`src/hw/rtl/apir_pkg.sv`:
```
// Types and constants for the angle PID controller with integral reset.
package apir_pkg;

   localparam int GAIN_WIDTH     = 16;
   localparam int GAIN_FRAC      = 8;
   localparam int LIMIT_WIDTH    = 23;
   localparam int DRIVE_WIDTH    = 32;
   localparam int CSR_DATA_WIDTH = 32;
   localparam int CSR_ADDR_WIDTH = 5;
   localparam int CSR_INDEX_LSB  = 2;
   localparam int CSR_INDEX_BITS = CSR_ADDR_WIDTH - CSR_INDEX_LSB;
   localparam int LIMIT_DEGREES  = 7000;
   localparam int THRESH_DEGREES = 360;

   typedef enum logic [CSR_INDEX_BITS-1:0] {
      REG_GAIN_P          = 3'd0,
      REG_GAIN_I          = 3'd1,
      REG_GAIN_D          = 3'd2,
      REG_INTEGRAL_LIMIT  = 3'd3,
      REG_RESET_THRESHOLD = 3'd4
   } csr_index_type;

endpackage

```
`src/hw/rtl/angle_pid_integral_reset.sv`:
```
// Angle PID controller: request error in, saturated drive out, CSR-programmed gains.
// A request accept loads the input register; the result register drives rsp_tvalid.
// Throughput: one request per cycle unless rsp stalls; the integral add, three gain
// multiplies and the clamp sit in the single stage between the two registers.
// Reset: synchronous active-high; clears gains, integral and previous error, and
// loads integral_limit = 7000 and reset_threshold = 360 degrees in the error format.
module angle_pid_integral_reset #(
   parameter int ERROR_WIDTH    = 24,
   parameter int FRACTION_BITS  = 8,
   localparam int REQ_DATA_WIDTH = ((ERROR_WIDTH + 7) / 8) * 8
) (
   input  logic                                clock,
   input  logic                                reset,
   input  logic                                req_tvalid,
   output logic                                req_tready,
   input  logic [REQ_DATA_WIDTH-1:0]           req_tdata,  // angle_error
   output logic                                rsp_tvalid,
   input  logic                                rsp_tready,
   output logic [apir_pkg::DRIVE_WIDTH-1:0]    rsp_tdata,  // drive
   input  logic                                csr_psel,
   input  logic                                csr_penable,
   input  logic                                csr_pwrite,
   input  logic [apir_pkg::CSR_ADDR_WIDTH-1:0] csr_paddr,
   input  logic [apir_pkg::CSR_DATA_WIDTH-1:0] csr_pwdata,
   output logic [apir_pkg::CSR_DATA_WIDTH-1:0] csr_prdata,
   output logic                                csr_pready
);
   import apir_pkg::*;

   localparam int INTEG_WIDTH = ((ERROR_WIDTH > 24) ? ERROR_WIDTH : 24) + 2;
   localparam int PROD_WIDTH  = GAIN_WIDTH + INTEG_WIDTH;
   localparam int SUM_WIDTH   = PROD_WIDTH + 2;
   localparam logic [LIMIT_WIDTH-1:0] LIMIT_RESET =
      LIMIT_WIDTH'(LIMIT_DEGREES * (2 ** FRACTION_BITS));
   localparam logic [LIMIT_WIDTH-1:0] THRESH_RESET =
      LIMIT_WIDTH'(THRESH_DEGREES * (2 ** FRACTION_BITS));

   logic signed [GAIN_WIDTH-1:0]  gain_p_ff, gain_i_ff, gain_d_ff;
   logic        [LIMIT_WIDTH-1:0] limit_ff, thresh_ff;

   logic                          in_valid_ff;
   logic signed [ERROR_WIDTH-1:0] err_ff;
   logic                          rsp_valid_ff;
   logic [DRIVE_WIDTH-1:0]        drive_ff;
   logic signed [INTEG_WIDTH-1:0] integral_ff;
   logic signed [ERROR_WIDTH-1:0] prev_err_ff;

   logic                          csr_write;
   csr_index_type                 csr_index;
   logic                          out_free;
   logic                          advance;
   logic                          req_fire;

   logic signed [INTEG_WIDTH-1:0] err_ext, prev_ext, thresh_ext, limit_ext;
   logic signed [INTEG_WIDTH-1:0] integral_pre, err_delta, integral_in;
   logic                          reset_hit;
   logic signed [PROD_WIDTH-1:0]  prod_p, prod_i, prod_d;
   logic signed [SUM_WIDTH-1:0]   acc_sum, acc_shift;
   logic [SUM_WIDTH-DRIVE_WIDTH:0] acc_upper;
   logic [DRIVE_WIDTH-1:0]        drive_in;

   assign csr_pready = 1'b1;
   assign csr_write  = csr_psel & csr_penable & csr_pwrite & csr_pready;
   assign csr_index  = csr_index_type'(csr_paddr[CSR_ADDR_WIDTH-1:CSR_INDEX_LSB]);

   always_comb begin
      csr_prdata = '0;
      unique case (csr_index)
         REG_GAIN_P:          csr_prdata = CSR_DATA_WIDTH'(unsigned'(gain_p_ff));
         REG_GAIN_I:          csr_prdata = CSR_DATA_WIDTH'(unsigned'(gain_i_ff));
         REG_GAIN_D:          csr_prdata = CSR_DATA_WIDTH'(unsigned'(gain_d_ff));
         REG_INTEGRAL_LIMIT:  csr_prdata = CSR_DATA_WIDTH'(limit_ff);
         REG_RESET_THRESHOLD: csr_prdata = CSR_DATA_WIDTH'(thresh_ff);
         default:             csr_prdata = '0;
      endcase
   end

   always_ff @(posedge clock) begin
      if (reset) begin
         gain_p_ff <= '0;
         gain_i_ff <= '0;
         gain_d_ff <= '0;
         limit_ff  <= LIMIT_RESET;
         thresh_ff <= THRESH_RESET;
      end else if (csr_write) begin
         unique case (csr_index)
            REG_GAIN_P:          gain_p_ff <= signed'(csr_pwdata[GAIN_WIDTH-1:0]);
            REG_GAIN_I:          gain_i_ff <= signed'(csr_pwdata[GAIN_WIDTH-1:0]);
            REG_GAIN_D:          gain_d_ff <= signed'(csr_pwdata[GAIN_WIDTH-1:0]);
            REG_INTEGRAL_LIMIT:  limit_ff  <= csr_pwdata[LIMIT_WIDTH-1:0];
            REG_RESET_THRESHOLD: thresh_ff <= csr_pwdata[LIMIT_WIDTH-1:0];
            default: ;
         endcase
      end
   end

   // handshake
   assign out_free   = ~rsp_valid_ff | rsp_tready;
   assign advance    = in_valid_ff & out_free;
   assign req_tready = ~in_valid_ff | out_free;
   assign req_fire   = req_tvalid & req_tready;
   assign rsp_tvalid = rsp_valid_ff;
   assign rsp_tdata  = drive_ff;

   // datapath
   assign err_ext    = INTEG_WIDTH'(err_ff);
   assign prev_ext   = INTEG_WIDTH'(prev_err_ff);
   assign thresh_ext = INTEG_WIDTH'(signed'({1'b0, thresh_ff}));
   assign limit_ext  = INTEG_WIDTH'(signed'({1'b0, limit_ff}));

   assign reset_hit    = err_ext > thresh_ext;
   assign integral_pre = reset_hit ? '0 : integral_ff + err_ext;
   assign err_delta    = err_ext - prev_ext;

   assign prod_p = PROD_WIDTH'(gain_p_ff) * PROD_WIDTH'(err_ext);
   assign prod_i = PROD_WIDTH'(gain_i_ff) * PROD_WIDTH'(integral_pre);
   assign prod_d = PROD_WIDTH'(gain_d_ff) * PROD_WIDTH'(err_delta);

   assign acc_sum   = SUM_WIDTH'(prod_p) + SUM_WIDTH'(prod_i) + SUM_WIDTH'(prod_d);
   assign acc_shift = acc_sum >>> GAIN_FRAC;
   assign acc_upper = acc_shift[SUM_WIDTH-1:DRIVE_WIDTH-1];

   always_comb begin
      if ((&acc_upper) | ~(|acc_upper)) begin
         drive_in = acc_shift[DRIVE_WIDTH-1:0];
      end else if (acc_shift[SUM_WIDTH-1]) begin
         drive_in = {1'b1, {(DRIVE_WIDTH-1){1'b0}}};
      end else begin
         drive_in = {1'b0, {(DRIVE_WIDTH-1){1'b1}}};
      end
   end

   always_comb begin
      priority if (integral_pre > limit_ext) begin
         integral_in = limit_ext;
      end else if (integral_pre < -limit_ext) begin
         integral_in = -limit_ext;
      end else begin
         integral_in = integral_pre;
      end
   end

   always_ff @(posedge clock) begin
      if (reset) begin
         in_valid_ff  <= 1'b0;
         rsp_valid_ff <= 1'b0;
         integral_ff  <= '0;
         prev_err_ff  <= '0;
      end else begin
         if (req_fire) begin
            in_valid_ff <= 1'b1;
         end else if (advance) begin
            in_valid_ff <= 1'b0;
         end
         if (advance) begin
            rsp_valid_ff <= 1'b1;
            integral_ff  <= integral_in;
            prev_err_ff  <= err_ff;
         end else if (rsp_tready) begin
            rsp_valid_ff <= 1'b0;
         end
      end
   end

   always_ff @(posedge clock) begin
      if (req_fire) begin
         err_ff <= signed'(req_tdata[ERROR_WIDTH-1:0]);
      end
      if (advance) begin
         drive_ff <= drive_in;
      end
   end

endmodule

```
`config.mk`:
```
export PLATFORM = sky130hd
export DESIGN_NAME = angle_pid_integral_reset
export DESIGN_NICKNAME = d
export VERILOG_FILES = /design/src/hw/rtl/apir_pkg.sv /design/src/hw/rtl/angle_pid_integral_reset.sv
export SDC_FILE = /design/constraint.sdc
export NUM_CORES = 2
export LEC_CHECK = 0
export BUFFER_PORTS_ARGS = -buffer_cell sky130_fd_sc_hd__buf_4
export CORE_UTILIZATION = 41
export DETAILED_ROUTE_END_ITERATION = 16
export PLACE_DENSITY_LB_ADDON = 0.15
export SYNTH_ARGS = -nofsm -noshare
export SYNTH_HDL_FRONTEND = slang
export SYNTH_SLANG_ARGS = --single-unit
```
`constraint.sdc`:
```
create_clock -name clock -period 15.49 [get_ports clock]
set_input_delay 3.098 -clock clock [delete_from_list [all_inputs] [get_ports clock]]
set_output_delay 3.098 -clock clock [all_outputs]
set_load 0.005 [all_outputs]
```
==> results.toml <==
[worst_setup_path]
cpPeakStageDelay_ps = 1010
arrival_ps = 13460
end_kind = "flip-flop"
critPathMaxFanout = 31
required_ps = 15890
rrSetupSlack_ps = 2430
path_common_cell = "fa_1"
crit_type = "reg2reg"
cp-start-kind = "flip-flop"
slowest_stage = "xor2_1"

[clock_tree]
ctsHtreeMaxLevel = 1
root_buffer = "clkbuf_16"
clock-sinks = 202
path_clk_slew_ps = 50
ctsLongestPathBuffers = 3
cts.repair.resized = 0
clk_latency_ps = 650
postCtsSetupBuffers = 0
cts_buffers = 31
cts_tree = "built"
cts_hold_buf = 0

[global_route]
grtUsageTotal = 0.266
grt_pass1_vias = 44500
grt_pass1_wl_microns = 280000
grt_max_degree = 94
antenna_found_initial = 4
grt_overflow_total = 0

[routing]
wl_per_cell_microns = 22.5
drt-total-wl_microns = 182000
routed_via_density = 5.26
ant_nets = 0
drc = 0
vias = 42600
first_iter_violations = 3052
firstDrtPassIters = 5

[status]
status = "finished clean"

[placed_design]
pre_cts_slack_ps = 2570
dp_hpwl_microns = 148000
io_buffers = 113
postPlaceCellArea_sq_um = 59900
gp_congestion = 0.918
place_inst = 8027

[synthesis]
synth_flop_cell = "dfxtp_1"
ys_top_cells_by_area = "fa_1, inv_1, ha_1"
synth_edf_count = 56
synth.distinct_cells = 86
synth_top_area_cell = "fa_1"
synth_seq_cells = 202
synthCells = 6329
ys_seq_area_frac = 0.0807
synth_top_area_frac = 0.475
ys_async_sr_fraction = 0
postSynthAreaPerCell_sq_um = 9.01
netlist_area_sq_um = 57100
yosysWarnings = 0

[cells_and_area]
final_common_cell = "inv_1"
multi_input_area_sq_um = 45900
seq_area_sq_um = 4610
layout-drive-gt1-share = 0.0571
layout_common_cells = "inv_1, fa_1, nand2_1, ha_1, and2_1"
fillCellCount = 13700
finalNonFillerCells = 8087
final_area_sq_um = 61000
area_growth_syn_to_layout_pct = 6.84
final_nets = 8032

[pwr]
power.leakage_nw = 30.5
irDropWorstVdd_v = 0.0000843
power.density_nw_per_um2 = 39.3

[worst_hold_path]
holdCritPathClass = "reg2reg"

[sta]
finalSetupTns_ps = 0
drv_slew = 0
slew_headroom = 0.120
fin_crit_sh = 0.843
worstMarginPinSlew_ps = 1310
period_minus_slack_ps = 13060
clock_skew_ps = 32.7
max_freq_mhz = 76.6
hold_viol = 0
timing.final.ws_setup_ps = 2430
setup_viol = 0
grt_setup_unrepaired = "no"

[floorplan]
core_area_sq_um = 138000
die_w_microns = 375
ioPinCount = 135
initial_utilization = 0.414
row_count = 136
die_y_microns = 375
die_area_sq_um = 141000

[job]
maxCapViolations = 0
[worst max-delay path, delay by kind of cell (launching register included)]
family,cells,cell delay [ps]
adder cells (fa/ha/maj),11,5500
AO/OA/AOI/OAI,7,2270
AND/OR/NAND/NOR,8,2050
XOR/XNOR,2,1320
buffers and inverters,5,970
flip-flops,1,610
[cell usage after synthesis (61+ instances only)]
| library cell | n |
|---|---|
| o21ai_0 | 74 |
| nand2_1 | 1090 |
| inv_1 | 1412 |
| and3_1 | 61 |
| ha_1 | 344 |
| clkbuf_1 | 293 |
| dfxtp_1 | 146 |
| and2_1 | 324 |
| a21o_1 | 66 |
| a21oi_1 | 209 |
| nor2_1 | 99 |
| nor3_1 | 67 |
| xnor2_1 | 67 |
| fa_1 | 1353 |
[power breakdown]
group	leakage (nW)	internal (mW)	total, mW	switching [mW]
clock network	0.486	0.416	0.732	0.316
registers	1.72	0.591	0.615	0.0242
logic	28.2	0.341	1.05	0.707
[path summary, 6_finish.rpt]
kind	end	startpoint	cells past startpoint
hold reg to reg	prev_err_ff[18]	prev_err_ff[18]	2
setup reg to reg	rsp_tdata[11]	err_ff[3]	33
hold / removal	prev_err_ff[18]	prev_err_ff[18]	2
setup / recovery	rsp_tdata[11]	err_ff[3]	33
[metal layers]
layer	vias up	routed length (microns)	GRT usage
met4	2	7640	0.0939
met3	215	9200	0.0249
met1	22300	74200	0.346
li1	18900	-	-
met5	-	17	0
met2	1148	91000	0.463
[state kept, by name, summed over array words and instances (netlist names)]
| name | count |
|---|---|
| integral_ff | 26 |
| rsp_tvalid | 1 |
| gain_d_ff | 16 |
| gain_i_ff | 16 |
| in_valid_ff | 1 |
| err_ff | 24 |
| rsp_tdata | 32 |
| prev_err_ff | 24 |
| limit_ff | 23 |
| gain_p_ff | 16 |
| thresh_ff | 23 |
[cells by family after synthesis]
| logic type | count (synthesis) | share of synthesized area |
|---|---|---|
| DFF | 202 | 0.0807 |
| muxes | 31 | 0.00557 |
| buffers and inverters | 1758 | 0.117 |
| xor gates and xnor gates | 98 | 0.0152 |
| adders and majority gates | 1697 | 0.550 |
| AOI/OAI and AO/OA | 579 | 0.0673 |
| other | 2 | 0.000132 |
| and+or+nand+nor | 1962 | 0.164 |
[stage by stage]
step	hold slack (ps)	total power, mW	util
3_5_place_dp	447	1.67	0.435
6_report	456	2.40	0.442
4_1_cts	454	2.42	0.442
3_3_place_gp	442	1.66	0.435
5_1_grt	472	2.53	0.442
2_1_floorplan	430	1.26	-
[final cells by class]
| class | instances | share of cell area |
|---|---|---|
| inverters | 1413 | 0.0870 |
| repair buffers | 242 | 0.0299 |
| clock inverters | 20 | 0.00316 |
| multi-input cells | 4377 | 0.754 |
| clock buffers | 37 | 0.0136 |
| flip-flops and latches | 202 | 0.0757 |
| well taps | 1794 | 0.0368 |
| diodes | 2 | 0.0000821 |
Note: power is estimated with default switching activity, not from simulation.
